==> src/sv/cwrp_pkg.sv <==
// Shared types and constants for the window-size report parser.
// Byte codes, size limits, phase type, reply buffer depth and accumulate function.
// No dependencies.
`timescale 1ns / 1ps
`default_nettype none

package cwrp_pkg;

    // reply buffer depth default
    localparam int REPLY_BYTES_DEF = 128;

    // accumulator width and saturation point for the size fields
    localparam int SIZE_W    = 10;
    localparam int SAT_LIMIT = 1000;
    localparam int SIZE_MAX  = 999;

    // byte codes of the report syntax
    localparam logic [7:0] CH_CSI   = 8'h9B;
    localparam logic [7:0] CH_SEMI  = 8'h3B;
    localparam logic [7:0] CH_SPACE = 8'h20;
    localparam logic [7:0] CH_R     = 8'h72;
    localparam logic [7:0] CH_ZERO  = 8'h30;
    localparam logic [7:0] CH_NINE  = 8'h39;

    // field numbers inside the report
    localparam logic [1:0] FLD_ROWS = 2'd2;
    localparam logic [1:0] FLD_COLS = 2'd3;

    // parse phase
    typedef enum logic [1:0] {
        PH_IDLE,
        PH_FIELDS,
        PH_SPACE
    } t_phase;

    // decimal accumulate with saturation at the limit
    function automatic logic [SIZE_W-1:0] acc_digit(input logic [SIZE_W-1:0] acc,
                                                    input logic [3:0]        digit);
        logic [SIZE_W+3:0] v;
        v = {acc, 3'b000} + {3'b000, acc, 1'b0} + {{SIZE_W{1'b0}}, digit};
        if (v >= (SIZE_W+4)'(SAT_LIMIT)) begin
            return SIZE_W'(SAT_LIMIT);
        end
        return v[SIZE_W-1:0];
    endfunction

endpackage

`default_nettype wire

==> src/sv/csi_window_report_parser_unit.sv <==
// Top level of the window-size report parser: byte parser plus result buffering.
// Depends on cwrp_pkg for byte codes, phase type and the accumulate function.
`timescale 1ns / 1ps
`default_nettype none

// Scans a console reply one byte per beat for a window-size report: CSI (0x9B),
// four decimal fields split by three ';', then ' ' and 'r'. Every accepted
// byte yields exactly one result beat; report_found is set, with rows,
// columns and the report's byte range, on the 'r' of a valid report, and all
// other fields are zero otherwise. i_first_byte restarts offsets and parse at
// the byte it comes with; bytes beyond REPLY_BYTES are ignored (zero result).
// Throughput is one byte per cycle while o_stall is low: the parse state
// updates in the accepting cycle; the result goes to the output or skid register.
// A two-entry output buffer (output register plus skid register) keeps input
// accepted while a result waits; o_stall rises only when both are occupied.
module csi_window_report_parser_unit #(
    parameter int REPLY_BYTES = cwrp_pkg::REPLY_BYTES_DEF
) (
    input  wire  logic                               i_clk,
    input  wire  logic                               i_rst_n,
    // input channel
    input  wire  logic                               i_valid,
    output logic                                     o_stall,
    input  wire  logic [7:0]                         i_reply_byte,
    input  wire  logic                               i_first_byte,
    // result channel
    output logic                                     o_valid,
    input  wire  logic                               i_stall,
    output logic                                     o_report_found,
    output logic [cwrp_pkg::SIZE_W-1:0]              o_row_count,
    output logic [cwrp_pkg::SIZE_W-1:0]              o_column_count,
    output logic [$clog2(REPLY_BYTES)-1:0]           o_report_begin,
    output logic [$clog2(REPLY_BYTES+1)-1:0]         o_report_stop
);
    import cwrp_pkg::*;

    localparam int BW = $clog2(REPLY_BYTES);
    localparam int PW = $clog2(REPLY_BYTES + 1);

    // parse state
    t_phase            r_phase, n_phase;
    logic [1:0]        r_idx, n_idx;
    logic [SIZE_W-1:0] r_rows, n_rows;
    logic [SIZE_W-1:0] r_cols, n_cols;
    logic [PW-1:0]     r_pos, n_pos;
    logic [BW-1:0]     r_csi, n_csi;

    // view of the state after a first-byte clear
    t_phase            e_phase;
    logic [1:0]        e_idx;
    logic [SIZE_W-1:0] e_rows;
    logic [SIZE_W-1:0] e_cols;
    logic [PW-1:0]     e_pos;
    logic              in_range;
    logic              is_digit;
    logic [3:0]        digit;

    // result of the current beat
    logic              res_found;
    logic [SIZE_W-1:0] res_rows;
    logic [SIZE_W-1:0] res_cols;
    logic [BW-1:0]     res_begin;
    logic [PW-1:0]     res_stop;

    // output and skid registers
    logic              r_out_valid, r_skid_valid;
    logic              r_out_found, r_skid_found;
    logic [SIZE_W-1:0] r_out_rows, r_skid_rows;
    logic [SIZE_W-1:0] r_out_cols, r_skid_cols;
    logic [BW-1:0]     r_out_begin, r_skid_begin;
    logic [PW-1:0]     r_out_stop, r_skid_stop;

    logic accept;
    logic take;

    assign accept  = i_valid && !r_skid_valid;
    assign take    = r_out_valid && !i_stall;
    assign o_stall = r_skid_valid;

    // first byte clears offset and parse before the byte is taken
    always_comb begin
        if (i_first_byte) begin
            e_phase = PH_IDLE;
            e_idx   = 2'd0;
            e_rows  = '0;
            e_cols  = '0;
            e_pos   = '0;
        end else begin
            e_phase = r_phase;
            e_idx   = r_idx;
            e_rows  = r_rows;
            e_cols  = r_cols;
            e_pos   = r_pos;
        end
        in_range = e_pos < PW'(REPLY_BYTES);
        is_digit = i_reply_byte inside {[CH_ZERO:CH_NINE]};
        digit    = 4'(i_reply_byte - CH_ZERO);
    end

    // next parse state
    always_comb begin
        n_phase = e_phase;
        n_idx   = e_idx;
        n_rows  = e_rows;
        n_cols  = e_cols;
        n_pos   = e_pos;
        n_csi   = r_csi;
        if (in_range) begin
            n_pos = e_pos + PW'(1);
            if (i_reply_byte == CH_CSI) begin
                n_phase = PH_FIELDS;
                n_idx   = 2'd0;
                n_rows  = '0;
                n_cols  = '0;
                n_csi   = e_pos[BW-1:0];
            end else begin
                case (e_phase)
                    PH_FIELDS: begin
                        if (is_digit) begin
                            if (e_idx == FLD_ROWS) begin
                                n_rows = acc_digit(e_rows, digit);
                            end else if (e_idx == FLD_COLS) begin
                                n_cols = acc_digit(e_cols, digit);
                            end
                        end else if (i_reply_byte == CH_SEMI && e_idx != FLD_COLS) begin
                            n_idx = e_idx + 2'd1;
                        end else if (i_reply_byte == CH_SPACE && e_idx == FLD_COLS) begin
                            n_phase = PH_SPACE;
                        end else begin
                            n_phase = PH_IDLE;
                        end
                    end
                    default: n_phase = PH_IDLE;
                endcase
            end
        end
    end

    // result of this beat
    always_comb begin
        res_found = 1'b0;
        res_rows  = '0;
        res_cols  = '0;
        res_begin = '0;
        res_stop  = '0;
        if (in_range && i_reply_byte != CH_CSI && e_phase == PH_SPACE &&
            i_reply_byte == CH_R &&
            e_rows != '0 && e_rows <= SIZE_W'(SIZE_MAX) &&
            e_cols != '0 && e_cols <= SIZE_W'(SIZE_MAX)) begin
            res_found = 1'b1;
            res_rows  = e_rows;
            res_cols  = e_cols;
            res_begin = r_csi;
            res_stop  = e_pos + PW'(1);
        end
    end

    // parse state registers
    always_ff @(posedge i_clk) begin
        if (!i_rst_n) begin
            r_phase <= PH_IDLE;
            r_idx   <= 2'd0;
            r_rows  <= '0;
            r_cols  <= '0;
            r_pos   <= '0;
            r_csi   <= '0;
        end else if (accept) begin
            r_phase <= n_phase;
            r_idx   <= n_idx;
            r_rows  <= n_rows;
            r_cols  <= n_cols;
            r_pos   <= n_pos;
            r_csi   <= n_csi;
        end
    end

    // output register and skid control
    always_ff @(posedge i_clk) begin
        if (!i_rst_n) begin
            r_out_valid  <= 1'b0;
            r_skid_valid <= 1'b0;
        end else begin
            if (!r_out_valid || take) begin
                r_out_valid <= r_skid_valid || accept;
            end
            if (take && r_skid_valid) begin
                r_skid_valid <= 1'b0;
            end else if (accept && r_out_valid && !take) begin
                r_skid_valid <= 1'b1;
            end
        end
    end

    // output and skid payload
    always_ff @(posedge i_clk) begin
        if (!r_out_valid || take) begin
            if (r_skid_valid) begin
                r_out_found <= r_skid_found;
                r_out_rows  <= r_skid_rows;
                r_out_cols  <= r_skid_cols;
                r_out_begin <= r_skid_begin;
                r_out_stop  <= r_skid_stop;
            end else if (accept) begin
                r_out_found <= res_found;
                r_out_rows  <= res_rows;
                r_out_cols  <= res_cols;
                r_out_begin <= res_begin;
                r_out_stop  <= res_stop;
            end
        end
        if (accept && r_out_valid && !take) begin
            r_skid_found <= res_found;
            r_skid_rows  <= res_rows;
            r_skid_cols  <= res_cols;
            r_skid_begin <= res_begin;
            r_skid_stop  <= res_stop;
        end
    end

    assign o_valid        = r_out_valid;
    assign o_report_found = r_out_found;
    assign o_row_count    = r_out_rows;
    assign o_column_count = r_out_cols;
    assign o_report_begin = r_out_begin;
    assign o_report_stop  = r_out_stop;

`ifndef SYNTHESIS
    // skid only fills behind a held output beat
    a_skid_behind_out: assert property (@(posedge i_clk) disable iff (!i_rst_n)
        r_skid_valid |-> r_out_valid)
        else $error("skid holds a beat while output register is empty");

    // a reported size is always in range
    a_size_range: assert property (@(posedge i_clk) disable iff (!i_rst_n)
        (o_valid && o_report_found) |->
            (o_row_count != '0 && o_row_count <= SIZE_W'(SIZE_MAX) &&
             o_column_count != '0 && o_column_count <= SIZE_W'(SIZE_MAX)))
        else $error("report found with size out of range");

    // a report ends after its CSI byte
    a_stop_after_begin: assert property (@(posedge i_clk) disable iff (!i_rst_n)
        (o_valid && o_report_found) |-> (o_report_stop > PW'(o_report_begin)))
        else $error("report stop not after report begin");

    // waiting for 'r' only after all three separators
    a_space_idx: assert property (@(posedge i_clk) disable iff (!i_rst_n)
        (r_phase == PH_SPACE) |-> (r_idx == FLD_COLS))
        else $error("space phase with fewer than three separators");

    // offset never runs past the buffer
    a_pos_bound: assert property (@(posedge i_clk) disable iff (!i_rst_n)
        r_pos <= PW'(REPLY_BYTES))
        else $error("byte offset beyond reply buffer");
`endif

endmodule

`default_nettype wire

==> config.mk <==
export PLATFORM = sky130hd
export DESIGN_NAME = csi_window_report_parser_unit
export DESIGN_NICKNAME = d
export VERILOG_FILES = /design/src/sv/cwrp_pkg.sv /design/src/sv/csi_window_report_parser_unit.sv
export SDC_FILE = /design/constraint.sdc
export NUM_CORES = 1
export LEC_CHECK = 0
export ABC_AREA = 1
export BUFFER_PORTS_ARGS = -buffer_cell sky130_fd_sc_hd__buf_2
export CAP_MARGIN = 10
export CORE_MARGIN = 1.5
export CORE_UTILIZATION = 25
export CTS_CLUSTER_DIAMETER = 50
export DETAILED_ROUTE_END_ITERATION = 10
export GPL_ROUTABILITY_DRIVEN = 0
export MAX_ROUTING_LAYER = met4
export PLACE_DENSITY = 0.49
export SETUP_SLACK_MARGIN = 0.5
export SYNTH_ARGS = -nofsm -noshare
export SYNTH_HDL_FRONTEND = slang
export SYNTH_SLANG_ARGS = --single-unit
==> constraint.sdc <==
create_clock -name i_clk -period 9.7 [get_ports i_clk]
set_clock_uncertainty 0.2 [all_clocks]
set_input_delay 0.97 -clock i_clk [delete_from_list [all_inputs] [get_ports i_clk]]
set_output_delay 0.97 -clock i_clk [all_outputs]
set_load 0.05 [all_outputs]
Yosys cells after proc, flatten, opt, wreduce, memory -nomap -nowiden

Index checks and enable logic that the tools add are counted.

Word-level logic and storage cells: 130
Flip-flop bits (word level): 113
Output and inout port bits: 38
Input port bits: 13

Eq/ne operators: 10
$lt $le $gt $ge: 7
Mux-type cells: 60
$add $sub $neg: 7
Bitwise operators: 1
Reductions and logical operators: 27

Operators with widths:

| cell                                                            | number |
|---|---|
| 2-to-1 mux 10 bit                                               | 23 |
| 2-to-1 mux 8 bit                                                | 5 |
| adder 13 x 11 -> 14 bit                                         | 2 |
| adder 14 x 4 -> 14 bit                                          | 2 |
| >= comparator 14 x 10 -> 1 bit (second input constant)          | 2 |
| 2-to-1 mux 2 bit                                                | 13 |
| 2-to-1 mux 7 bit                                                | 3 |
| less-or-equal comparator 10 bit (second input constant)         | 2 |
| nonzero test 10 bit                                             | 2 |
| equality test 8 x 6 -> 1 bit (second input constant)            | 2 |
| 2-to-1 mux 1 bit                                                | 16 |
| logical AND 1 bit                                               | 15 |
| adder 8 x 1 -> 8 bit (second input constant)                    | 1 |
| equality test 8 x 7 -> 1 bit (second input constant)            | 1 |
| equality test 8 bit (second input constant)                     | 1 |
| >= comparator 8 x 6 -> 1 bit (second input constant)            | 1 |
| less-or-equal comparator 8 x 6 -> 1 bit (second input constant) | 1 |
| less-than comparator 8 bit (second input constant)              | 1 |
| != test 8 bit (second input constant)                           | 1 |
| equality test 2 bit (second input constant)                     | 3 |
| logical NOT 1 bit                                               | 4 |
| subtractor 4 x 1 -> 4 bit (second input constant)               | 1 |
| AND reduction 3 bit                                             | 1 |
| adder 2 x 1 -> 2 bit (second input constant)                    | 1 |
| other kinds (7)                                                 | 8 |

Logic depth before layout (Yosys ltp)

Gate-level depths: netlist of the first run.

Depth after elaboration: 18
Mapped depth: 23

Worst setup path after synthesis of the first run

Ideal clock, no wire load.

Path type: input-to-reg
Start: in i_first_byte
End: reg r_rows[0]
Data required time: 9.430 ns
Data arrival time: 3.705 ns
Stages on the path: 21
Path slack: 5.724 ns
Cell sequence: buf_6 > inv_8 > buf_6 > nand2_1 > inv_1 > fa_1 > inv_1 > fa_1 > inv_1 > nand3_1 > nand2_1 > nand2_1 > nand2_1 > nand2_1 > nand2_1 > nand3_1 > nor2_1 > nand2_1 > o21ai_0 > nand2_1 > a21oi_1

Longest elaborated chain between the ends: 16

Ends and longest elaborated chain:

| element                        | RTL line                             | text |
|---|---|---|
| start, declared                | csi_window_report_parser_unit.sv:25  | `input wire logic i_first_byte,` |
| 2-to-1 mux 10 bit              | csi_window_report_parser_unit.sv:82  | `if (i_first_byte) begin` |
| adder 13 x 11 -> 14 bit        | cwrp_pkg.sv:40                       | `v = {acc, 3'b000} + {3'b000, acc, 1'b0} + {{SIZE_W{1'b0}}, digit};` |
| adder 14 x 4 -> 14 bit         | cwrp_pkg.sv:40                       |  |
| >= comparator 14 x 10 -> 1 bit | cwrp_pkg.sv:41                       | `if (v >= (SIZE_W+4)'(SAT_LIMIT)) begin` |
| 2-to-1 mux 1 bit               | cwrp_pkg.sv:41                       |  |
| 2-to-1 mux 1 bit               | csi_window_report_parser_unit.sv:120 | `if (e_idx == FLD_ROWS) begin` |
| 2-to-1 mux 1 bit               | csi_window_report_parser_unit.sv:119 | `if (is_digit) begin` |
| 2-to-1 mux 1 bit               | csi_window_report_parser_unit.sv:117 | `case (e_phase)` |
| 2-to-1 mux 1 bit               | csi_window_report_parser_unit.sv:110 | `if (i_reply_byte == CH_CSI) begin` |
| 2-to-1 mux 1 bit               | csi_window_report_parser_unit.sv:108 | `if (in_range) begin` |
| 2-to-1 mux 10 bit              | cwrp_pkg.sv:44                       | `return v[SIZE_W-1:0];` |
| 2-to-1 mux 10 bit              | csi_window_report_parser_unit.sv:120 |  |
| 2-to-1 mux 10 bit              | csi_window_report_parser_unit.sv:119 |  |
| 2-to-1 mux 10 bit              | csi_window_report_parser_unit.sv:117 |  |
| 2-to-1 mux 10 bit              | csi_window_report_parser_unit.sv:110 |  |
| 2-to-1 mux 10 bit (*)          | csi_window_report_parser_unit.sv:108 |  |
| end signal, assigned           | csi_window_report_parser_unit.sv:170 | `r_rows <= n_rows;` |
| end, declared                  | csi_window_report_parser_unit.sv:43  | `logic [SIZE_W-1:0] r_rows, n_rows;` |

Mark *: on every way between the ends. The rest lies on a longest branch, timed or not. The select of a mux whose other input is x is not followed.
A chain may end at the register's enable or synchronous reset.

Worst setup path after layout of the first run

Start: in i_first_byte
End: reg r_cols[3]

Longest elaborated chain between the ends: 18

Ends and longest elaborated chain:

| element                        | RTL line                             | text |
|---|---|---|
| 2-to-1 mux 10 bit              | csi_window_report_parser_unit.sv:82  |  |
| adder 13 x 11 -> 14 bit        | cwrp_pkg.sv:40                       |  |
| adder 14 x 4 -> 14 bit         | cwrp_pkg.sv:40                       |  |
| >= comparator 14 x 10 -> 1 bit | cwrp_pkg.sv:41                       |  |
| 2-to-1 mux 1 bit               | cwrp_pkg.sv:41                       |  |
| 2-to-1 mux 1 bit               | csi_window_report_parser_unit.sv:122 | `end else if (e_idx == FLD_COLS) begin` |
| 2-to-1 mux 1 bit               | csi_window_report_parser_unit.sv:120 |  |
| 2-to-1 mux 1 bit               | csi_window_report_parser_unit.sv:119 |  |
| (+2 left out)                  | n/a                                  |  |
| 2-to-1 mux 1 bit               | csi_window_report_parser_unit.sv:108 |  |
| 2-to-1 mux 10 bit              | cwrp_pkg.sv:44                       |  |
| 2-to-1 mux 10 bit              | csi_window_report_parser_unit.sv:122 |  |
| 2-to-1 mux 10 bit              | csi_window_report_parser_unit.sv:120 |  |
| 2-to-1 mux 10 bit              | csi_window_report_parser_unit.sv:119 |  |
| 2-to-1 mux 10 bit              | csi_window_report_parser_unit.sv:117 |  |
| 2-to-1 mux 10 bit              | csi_window_report_parser_unit.sv:110 |  |
| 2-to-1 mux 10 bit (*)          | csi_window_report_parser_unit.sv:108 |  |
| end signal, assigned           | csi_window_report_parser_unit.sv:171 | `r_cols <= n_cols;` |
| end, declared                  | csi_window_report_parser_unit.sv:44  | `logic [SIZE_W-1:0] r_cols, n_cols;` |

Marked as above.

==> results of run 1 <==
## synthesized netlist by cell type, types with 2 or more instances
| master | instances |
|---|---|
| a21oi_1 | 88 |
| a31oi_1 | 2 |
| buf_12 | 2 |
| buf_2 | 6 |
| buf_6 | 2 |
| clkbuf_1 | 14 |
| clkinv_1 | 3 |
| dfxtp_1 | 41 |
| edfxtp_1 | 72 |
| fa_1 | 3 |
| ha_1 | 42 |
| inv_1 | 125 |
| inv_2 | 2 |
| nand2_1 | 278 |
| nand2_2 | 2 |
| nand3_1 | 44 |
| nand3b_1 | 2 |
| nand4_1 | 16 |
| nor2_1 | 73 |
| nor2_2 | 2 |
| nor2_4 | 29 |
| nor3_1 | 8 |
| nor3_2 | 2 |
| nor4_1 | 3 |
| o21a_1 | 2 |
| o21ai_0 | 33 |
| or2_2 | 2 |
| xnor2_1 | 3 |
| xor2_1 | 5 |
## kinds of logic (layout without fill, tap and decap cells)
group / Yosys count / after routing
and+or+nand+nor: 465 / 465
buffers and inverters: 157 / 215
AOI/OAI and AO/OA: 132 / 132
DFF: 113 / 113
adders and majority gates: 45 / 45
xor gates and xnor gates: 8 / 8
other: 0 / 1
## final timing paths
| check | slack [ps] | start | cells after the start | endpoint |
|---|---|---|---|---|
| worst max-delay path | 5390 | i_first_byte | 20 | r_cols[3] |
| worst min-delay path | 260 | r_csi[6] | 2 | r_csi[6] |
| worst max register to register | 6200 | r_cols[0] | 18 | r_cols[3] |
| worst min register to register | 260 | r_csi[6] | 2 | r_csi[6] |
## final cells by class
| class | instances | area share (%) |
|---|---|---|
| multi-input combinational | 650 | 41.9 |
| sequential | 113 | 35.9 |
| tap | 378 | 5.69 |
| clock buffer | 18 | 5.16 |
| timing repair buffer | 52 | 3.19 |
| antenna | 1 | 0.0301 |
| inverter | 132 | 6.08 |
| clock inverter | 13 | 2.03 |
## state kept, by name, summed over array words and instances, names as in the netlist, 7 cells and up
signal,count
r_rows,10
o_report_begin,7
o_report_stop,8
r_cols,10
r_skid_begin,7
r_skid_cols,10
o_column_count,10
r_csi,7
o_row_count,10
r_skid_rows,10
r_skid_stop,8
r_pos,8
## where the power goes
part	internal [W]	total [W]	leakage (nW)	switching, W
sequential	0.000529	0.000535	1.05	0.00000632
combinational	0.0000268	0.000124	2.27	0.0000973
clock	0.000423	0.000635	0.294	0.000212
## worst register-to-register path: stages (launching register included)
cell and delay [ps]:
dfxtp_1 370, nand2_1 250, xor2_1 210, inv_1 60, ha_1 300, inv_1 60
fa_1 470, inv_1 100, nand3_1 60, nand2_1 120, nand2_1 90, nand3_1 90
nand2_1 50, inv_1 50, nand2_1 50, nor2_1 330, nand2_1 200, o21ai_0 200
a21oi_1 80
## through the flow
stage	cells	setup WS, ps	hold WS (ps)	util [%]
after floorplan	920	5720	230	-
after global placement	1325	4970	253	27.6
after detailed placement	1325	4950	250	27.6
after CTS	1356	5370	259	29.7
after global routing	1357	5040	288	29.7
final	1357	5390	257	29.7
## per-layer routing
| layer | global-route usage (%) | up-vias |
|---|---|---|
| met5 | - | - |
| met4 | 3.78 | 0 |
| met3 | 2.28 | 15 |
| met2 | 18.4 | 140 |
| met1 | 18.2 | 2664 |
| li1 | - | 3091 |
==> flow_metrics.env, run 1 <==
export IMPL_slowest_delay_ps=420
export IMPL_synthMuxAreaShare_pct=0
export IMPL_crit_fanout=19
export IMPL_cts_tree="built"
export IMPL_start_util_pct=25.5
export IMPL_wl_per_cell_microns=12.9
export IMPL_routed_wl_mm=17.5
export IMPL_synthXorXnorAreaFrac_pct=0.984
export IMPL_slew_headroom_pct=29.4
export IMPL_period_minus_slack_ps=4310
export IMPL_syn_area_sq_um=7120
export IMPL_setup_tns_ps=0
export IMPL_coreArea_sq_um=27900
export IMPL_cp_common_cell="nand2_1"
export IMPL_postCtsSetupRepairBufs=0
export IMPL_gr_total_overflow=0
export IMPL_required_ps=9760
export IMPL_syn_avg_cell_area_sq_um=7.74
export IMPL_syn_num_nets=978
export IMPL_area_growth_pct=16.7
export IMPL_clock_path_buffers=2
export IMPL_clock_sinks=113
export IMPL_die_area_sq_um=29500
export IMPL_ys_types=43
export IMPL_cts_buffers=17
export IMPL_cts_root_buffer="clkbuf_16"
export IMPL_holdBufCountCts=0
export IMPL_hp_class="reg -> reg"
export IMPL_critical_path_class="in -> reg"
export IMPL_grt_pass1_wl_mm=28.8
export IMPL_multi_input_area_sq_um=3480
export IMPL_drc=0
export IMPL_place_port_buffers=50
export IMPL_critPathTopFamily="simple AND/OR/NAND/NOR gates"
export IMPL_yosysWarningCount=0
export IMPL_synth_top_area_cell="edfxtp_1"
export IMPL_path_cells="buf_2 -> inv_8 -> nand2_1 -> inv_1 -> ha_1 -> ha_1 -> inv_1 -> fa_1 -> inv_1 -> nand3_1 -> nand2_1 -> nand2_1 -> nand3_1 -> nand2_1 -> inv_1 -> nand2_1 -> nor2_1 -> nand2_1 -> o21ai_0 -> a21oi_1"
export IMPL_vias=5910
export IMPL_synthTopCellsByArea="edfxtp_1 (30%), nand2_1 (15%), dfxtp_1 (12%)"
export IMPL_postSynthCellCount=920
export IMPL_ys_seq_elements=113
export IMPL_synthArstFlopShare_pct=0
export IMPL_rows=61
export IMPL_rsz0062_at_grt="no"
export IMPL_layout_commonest_cell="nand2_1"
export IMPL_dr_first_iter_drc_count=372
export IMPL_wl_met3_microns=799
export IMPL_fin_crit_sh_pct=44.4
export IMPL_dpl_cell_area_sq_um=7710
export IMPL_h_tree_depth=4
export IMPL_grt_use_total_pct=12.8
export IMPL_timing_fmax_mhz=232
export IMPL_die_h_microns=172
export IMPL_ctsResizeCount=0
export IMPL_grt_pass1_vias=5516
export IMPL_ys_seq_area_share_pct=41.9
export IMPL_synth_compound_area_share_pct=9.64
export IMPL_worst_ep_arrival_time_ps=4370
export IMPL_die_width_microns=172
export IMPL_synth_enable_flop_cells=72
export IMPL_pin_count=51
export IMPL_highest_layer="met4"
export IMPL_synth_simple_gate_area_share_pct=29.9
export IMPL_dp_hpwl_mm=13.0
export IMPL_tightest_slew_ps=1060
export IMPL_nets=1024
export IMPL_setup_viol=0
export IMPL_status="completed"
export IMPL_drtPass1Iterations=4
export IMPL_synth_top_area_share_pct=30.4
export IMPL_finalInstanceArea_sq_um=8310
export IMPL_viasPerCell=4.36
export IMPL_slowest_stage="fa_1"
export IMPL_endpoint_kind="flop"
export IMPL_drive_above_1_share_pct=12.7
export IMPL_wl_met2_mm=7.29
export IMPL_synthAdderAreaFrac_pct=8.22
export IMPL_power_total_w=0.00129
export IMPL_ant_nets=0
export IMPL_grt_max_degree=43
export IMPL_antenna_found_initial=1
export IMPL_cts_clk_slew_worst_paths_ps=60
export IMPL_fillers=3057
export IMPL_power_density_nw_per_um2=156
export IMPL_wl_met1_mm=9.26
export IMPL_drv_slew=0
export IMPL_hold_violations=0
export IMPL_power_leakage_nw=3.62
export IMPL_synth_top_family_by_area="simple AND/OR/NAND/NOR gates"
export IMPL_ir_drop_mv=0.0993
export IMPL_final_cell_mix="nand2_1 (278), inv_1 (125), a21oi_1 (88)"
export IMPL_start_kind="input pin"
export IMPL_synth_top_flop_cell="edfxtp_1"
export IMPL_clock_latency_ps=410
export IMPL_seqCellArea_sq_um=2980
export IMPL_crit_buf_inv=6
export IMPL_cap_viol_max_count=0
No activity file was read; power rests on OpenSTA's default activity.
==> run 2: changes to the inputs <==
- PLACE_DENSITY: 0.49 -> 0.5
- clock period: 9.7 -> 3.52 ns (I/O delays scaled with it)
==> flow_metrics.env, run 2 (synthesis gave the netlist of run 1 again) <==
export IMPL_setup_viol=0
export IMPL_drive_above_1_share_pct=21.0
export IMPL_rsz0062_at_grt="yes"
export IMPL_clock_sinks=113
export IMPL_drtPass1Iterations=5
export IMPL_cts_buffers=17
export IMPL_cts_tree="built"
export IMPL_endpoint_kind="flop"
export IMPL_gr_total_overflow=0
export IMPL_vias=6025
export IMPL_drc=0
export IMPL_start_kind="flop"
export IMPL_holdBufCountCts=0
export IMPL_grt_use_total_pct=12.8
export IMPL_fillers=3063
export IMPL_grt_pass1_vias=5606
export IMPL_grt_pass1_wl_mm=28.7
export IMPL_slew_headroom_pct=56.4
export IMPL_power_leakage_nw=3.80
export IMPL_viasPerCell=4.34
export IMPL_routed_wl_mm=17.8
export IMPL_coreArea_sq_um=27900
export IMPL_tightest_slew_ps=652
export IMPL_crit_fanout=7
export IMPL_die_area_sq_um=29500
export IMPL_ant_nets=0
export IMPL_clock_latency_ps=410
export IMPL_die_h_microns=172
export IMPL_worst_ep_arrival_time_ps=3140
export IMPL_rows=61
export IMPL_cap_viol_max_count=0
export IMPL_die_width_microns=172
export IMPL_fin_crit_sh_pct=85.1
export IMPL_required_ps=3660
export IMPL_hp_class="in -> reg"
export IMPL_dr_first_iter_drc_count=461
export IMPL_drv_slew=0
export IMPL_grt_max_degree=43
export IMPL_antenna_found_initial=1
export IMPL_dpl_cell_area_sq_um=7940
export IMPL_finalInstanceArea_sq_um=8750
export IMPL_nets=1053
export IMPL_setup_tns_ps=0
export IMPL_area_growth_pct=22.9
export IMPL_status="completed"
export IMPL_final_cell_mix="nand2_1 (263), inv_1 (117), a21oi_1 (84)"
export IMPL_timing_fmax_mhz=334
export IMPL_pin_count=51
export IMPL_h_tree_depth=4
export IMPL_period_minus_slack_ps=3000
export IMPL_place_port_buffers=50
export IMPL_start_util_pct=25.5
export IMPL_ir_drop_mv=0.240
export IMPL_power_total_w=0.00345
export IMPL_cts_root_buffer="clkbuf_16"
export IMPL_cts_clk_slew_worst_paths_ps=60
export IMPL_dp_hpwl_mm=13.2
export IMPL_layout_commonest_cell="nand2_1"
export IMPL_clock_path_buffers=2
export IMPL_hold_ws_ps=57.1
export IMPL_wl_per_cell_microns=12.8
export IMPL_hold_violations=0
export IMPL_critical_path_class="reg -> reg"
export IMPL_power_density_nw_per_um2=395
## run 2: changes by cell type in the layout (fill, tap and decap cells not counted), moves of 8 or more
cell,change
nand2_1,-15
inv_2,+8
buf_4,+24
inv_1,-8
nor2_1,-10
nand2_2,+11
nand3_2,+9
nand3_1,-9
## run 2: layout make-up
type / count / area, sq um / share of cell area (%)
well taps: 378 / 473 / 5.40
multi-input cells: 650 / 3710 / 42.4
repair buffers: 81 / 519 / 5.93
clock inverters: 12 / 118 / 1.34
diodes: 1 / 2.50 / 0.0286
inverters: 132 / 505 / 5.78
clock buffers: 20 / 437 / 4.99
flip-flops and latches: 113 / 2990 / 34.2
## run 2: through the flow
stage / utilization, % / cells / worst slack, ps
2_1_floorplan: - / 920 / 502
5_1_grt: 31.3 / 1387 / 363
6_report: 31.3 / 1387 / 524
4_1_cts: 30.4 / 1379 / 503
3_5_place_dp: 28.4 / 1347 / 164
3_3_place_gp: 28.4 / 1347 / 184
## run 2: critical path: stages, from the launching register on
cell     delay, ps
dfxtp_2        330
nand2_2         80
inv_2           50
fa_1           540
inv_2           50
fa_2           380
inv_2           90
nand3_2         80
nand2_2         90
nand2_2         60
nand2_1         50
nand2_1         40
nand2_1         80
nand3_2         90
nor2_4         260
nand2_4        100
o21ai_1        130
nand2_1         80
a21oi_2        140
## run 2: final timing paths
path | start | end | slack (ps) | cells past startpoint
setup / recovery | r_rows[0] | r_rows[1] | 520 | 18
hold / removal | i_valid | o_valid | 60 | 3
setup reg to reg | r_rows[0] | r_rows[1] | 520 | 18
hold reg to reg | r_csi[6] | r_csi[6] | 250 | 2
## run 2: report_power, final
group          switching, W  internal, W
registers         0.0000175      0.00145
logic              0.000279    0.0000903
clock network      0.000586      0.00103
## run 2: metal layers
layer	part of all wire (%)	track usage (%)	vias up
li1	-	-	3146
met1	52	17.7	2754
met2	43	18.9	115
met3	4.2	2.83	10
met4	0.75	2.72	0
met5	0	-	-
## run 2: what timing repair did
action / 4_1_cts / 5_1_grt
pin swaps: 1 / 21
endpoints found under the setup margin: 1 / 20
setup buffers: 0 / 7
gates resized for setup: 0 / 66
endpoints found under the hold margin: 0 / 0
==> run 3: changes to the inputs <==
- ABC_AREA: 1 -> unset
==> flow_metrics.env, run 3 <==
export IMPL_status="completed"
export IMPL_period_minus_slack_ps=3290
export IMPL_grt_max_degree=51
export IMPL_tightest_slew_ps=794
export IMPL_synth_most_common_cell="edfxtp_1"
export IMPL_clock_path_buffers=2
export IMPL_critical_path_class="reg -> reg"
export IMPL_timing_fmax_mhz=304
export IMPL_synth_top_flop_cell="edfxtp_1"
export IMPL_cap_viol_max_count=0
export IMPL_worst_ep_arrival_time_ps=3430
export IMPL_routed_wl_mm=16.0
export IMPL_layout_commonest_cell="buf_4"
export IMPL_clock_latency_ps=400
export IMPL_cts_buffers=17
export IMPL_p_sw_w=0.000886
export IMPL_endpoint_kind="flop"
export IMPL_fin_crit_sh_pct=93.6
export IMPL_grt_pass1_wl_mm=25.8
export IMPL_power_total_w=0.00334
export IMPL_synth_top_area_cell="edfxtp_1"
export IMPL_synth_enable_flop_cells=72
export IMPL_crit_fanout=8
export IMPL_required_ps=3660
export IMPL_swShare_pct=26.5
export IMPL_die_area_sq_um=27000
export IMPL_fillers=2579
export IMPL_synthArstFlopShare_pct=0
export IMPL_synthTopCellsByCount="edfxtp_1 (72), nand2_1 (69), nor2_1 (45), ha_1 (42), dfxtp_1 (41)"
export IMPL_area_growth_pct=30.4
export IMPL_ys_types=69
export IMPL_hold_violations=0
export IMPL_coreArea_sq_um=25300
export IMPL_h_tree_depth=4
export IMPL_drc=0
export IMPL_p_clk_share_pct=45.0
export IMPL_vias=5078
export IMPL_p_seq_share_pct=44.5
export IMPL_power_density_nw_per_um2=394
export IMPL_setup_viol=0
export IMPL_die_width_microns=164
export IMPL_antenna_found_initial=5
export IMPL_clock_sinks=113
export IMPL_ant_nets=0
export IMPL_post_route_util_pct=33.5
export IMPL_synthTopCellsByArea="edfxtp_1 (33%), dfxtp_1 (13%), ha_1 (8.1%)"
export IMPL_syn_area_sq_um=6500
export IMPL_start_kind="flop"
export IMPL_yosysWarningCount=0
export IMPL_postSynthCellCount=629
export IMPL_viasPerCell=4.58
export IMPL_synth_top_area_share_pct=33.3
export IMPL_pin_count=51
export IMPL_slew_headroom_pct=46.5
export IMPL_grt_use_total_pct=12.5
export IMPL_grt_pass1_vias=4875
export IMPL_dr_first_iter_drc_count=298
export IMPL_cts_clk_slew_worst_paths_ps=50
export IMPL_cts_tree="built"
export IMPL_p_comb_share_pct=10.5
export IMPL_internal_power_w=0.00245
export IMPL_wl_per_cell_microns=14.4
export IMPL_rsz0062_at_grt="yes"
export IMPL_drtPass1Iterations=4
export IMPL_syn_num_nets=687
export IMPL_drv_slew=0
export IMPL_start_util_pct=25.7
export IMPL_rows=58
export IMPL_dp_hpwl_mm=11.8
export IMPL_gr_total_overflow=0
export IMPL_die_h_microns=164
export IMPL_power_leakage_nw=3.43
export IMPL_ys_seq_elements=113
export IMPL_ys_seq_area_share_pct=45.9
export IMPL_drive_above_1_share_pct=35.8
export IMPL_syn_avg_cell_area_sq_um=10.3
export IMPL_ir_drop_mv=0.332
export IMPL_final_cell_mix="buf_4 (86), edfxtp_1 (72), nand2_1 (69)"
export IMPL_cts_root_buffer="clkbuf_16"
export IMPL_setup_tns_ps=0
export IMPL_place_port_buffers=50
export IMPL_nets=819
export IMPL_hp_class="in -> reg"
-- run 3: critical path, stage by stage (launching register included) --
cell and delay (ps):
dfxtp_2 320, nor2b_4 130, fa_1 560, inv_2 50, fa_2 330, nand2b_4 160, a21oi_4 170, o2111ai_4 140
a21oi_2 170, o21bai_2 100, a2111oi_4 370, buf_6 170, and4_4 240, a22o_1 130
-- run 3: logic make-up (layout without fill, tap and decap cells) --
family,after synthesis,in the layout,share of synthesized area (%)
muxes,27,27,4.64
DFF,113,113,45.9
AOI/OAI and AO/OA,131,131,13.9
buffers and inverters,47,192,3.37
and+or+nand+nor,245,245,20.4
other,0,5,0
xor gates and xnor gates,21,21,2.83
adders and majority gates,45,45,9.01
-- run 3: layout make-up --
cell class | instances | area, sq um | area share (%)
diodes | 5 | 12.5 | 0.148
clock buffers | 18 | 429 | 5.06
clock inverters | 14 | 93.8 | 1.11
inverters | 21 | 78.8 | 0.930
multi-input cells | 469 | 3520 | 41.6
flip-flops and latches | 113 | 2990 | 35.3
well taps | 330 | 413 | 4.87
repair buffers | 139 | 935 | 11.0
-- run 3: power groups by stage --
stage / clock, W / combinational [W] / sequential, W
finish: 0.00150 / 0.000351 / 0.00148
global route: 0.00159 / 0.000375 / 0.00149
CTS: 0.00154 / 0.000351 / 0.00148
detailed placement: 0 / 0.000348 / 0.00151
global placement: 0 / 0.000347 / 0.00151
floorplan: 0 / 0.000119 / 0.00165
-- run 3: timing repair --
item                                    in CTS  in global routing
buffers inserted                             5                  4
endpoints found under the setup margin      20                 20
hold buffers                                 1                  0
pin swaps                                   18                 18
resized for setup                           27                 31
hold endpoints to repair                     1                  0
-- run 3: path summary, 6_finish.rpt --
check,from,endpoint,slack [ps],cells past startpoint
setup / recovery,r_rows[2],r_rows[0],230,13
hold / removal,i_stall,o_stall,90,3
setup reg to reg,r_rows[2],r_rows[0],230,13
hold reg to reg,r_cols[5],r_cols[5],240,2
-- run 3: layer usage --
| metal | wire (microns) | track usage (%) |
|---|---|---|
| met1 | 8150 | 17.2 |
| met2 | 7070 | 18.1 |
| met3 | 708 | 2.63 |
| met4 | 75 | 3.80 |
| met5 | 0 | - |
-- run 3: stage by stage --
stage / hold slack (ps) / cell area (sq um) / setup slack, ps / instances
2_1_floorplan: 215 / 6550 / 7.22 / 629
3_3_place_gp: 241 / 7660 / -28.2 / 1062
3_5_place_dp: 233 / 7660 / -60.3 / 1062
4_1_cts: 69.7 / 8310 / 280 / 1100
5_1_grt: 88.2 / 8470 / 75.1 / 1109
6_report: 93.9 / 8470 / 226 / 1109
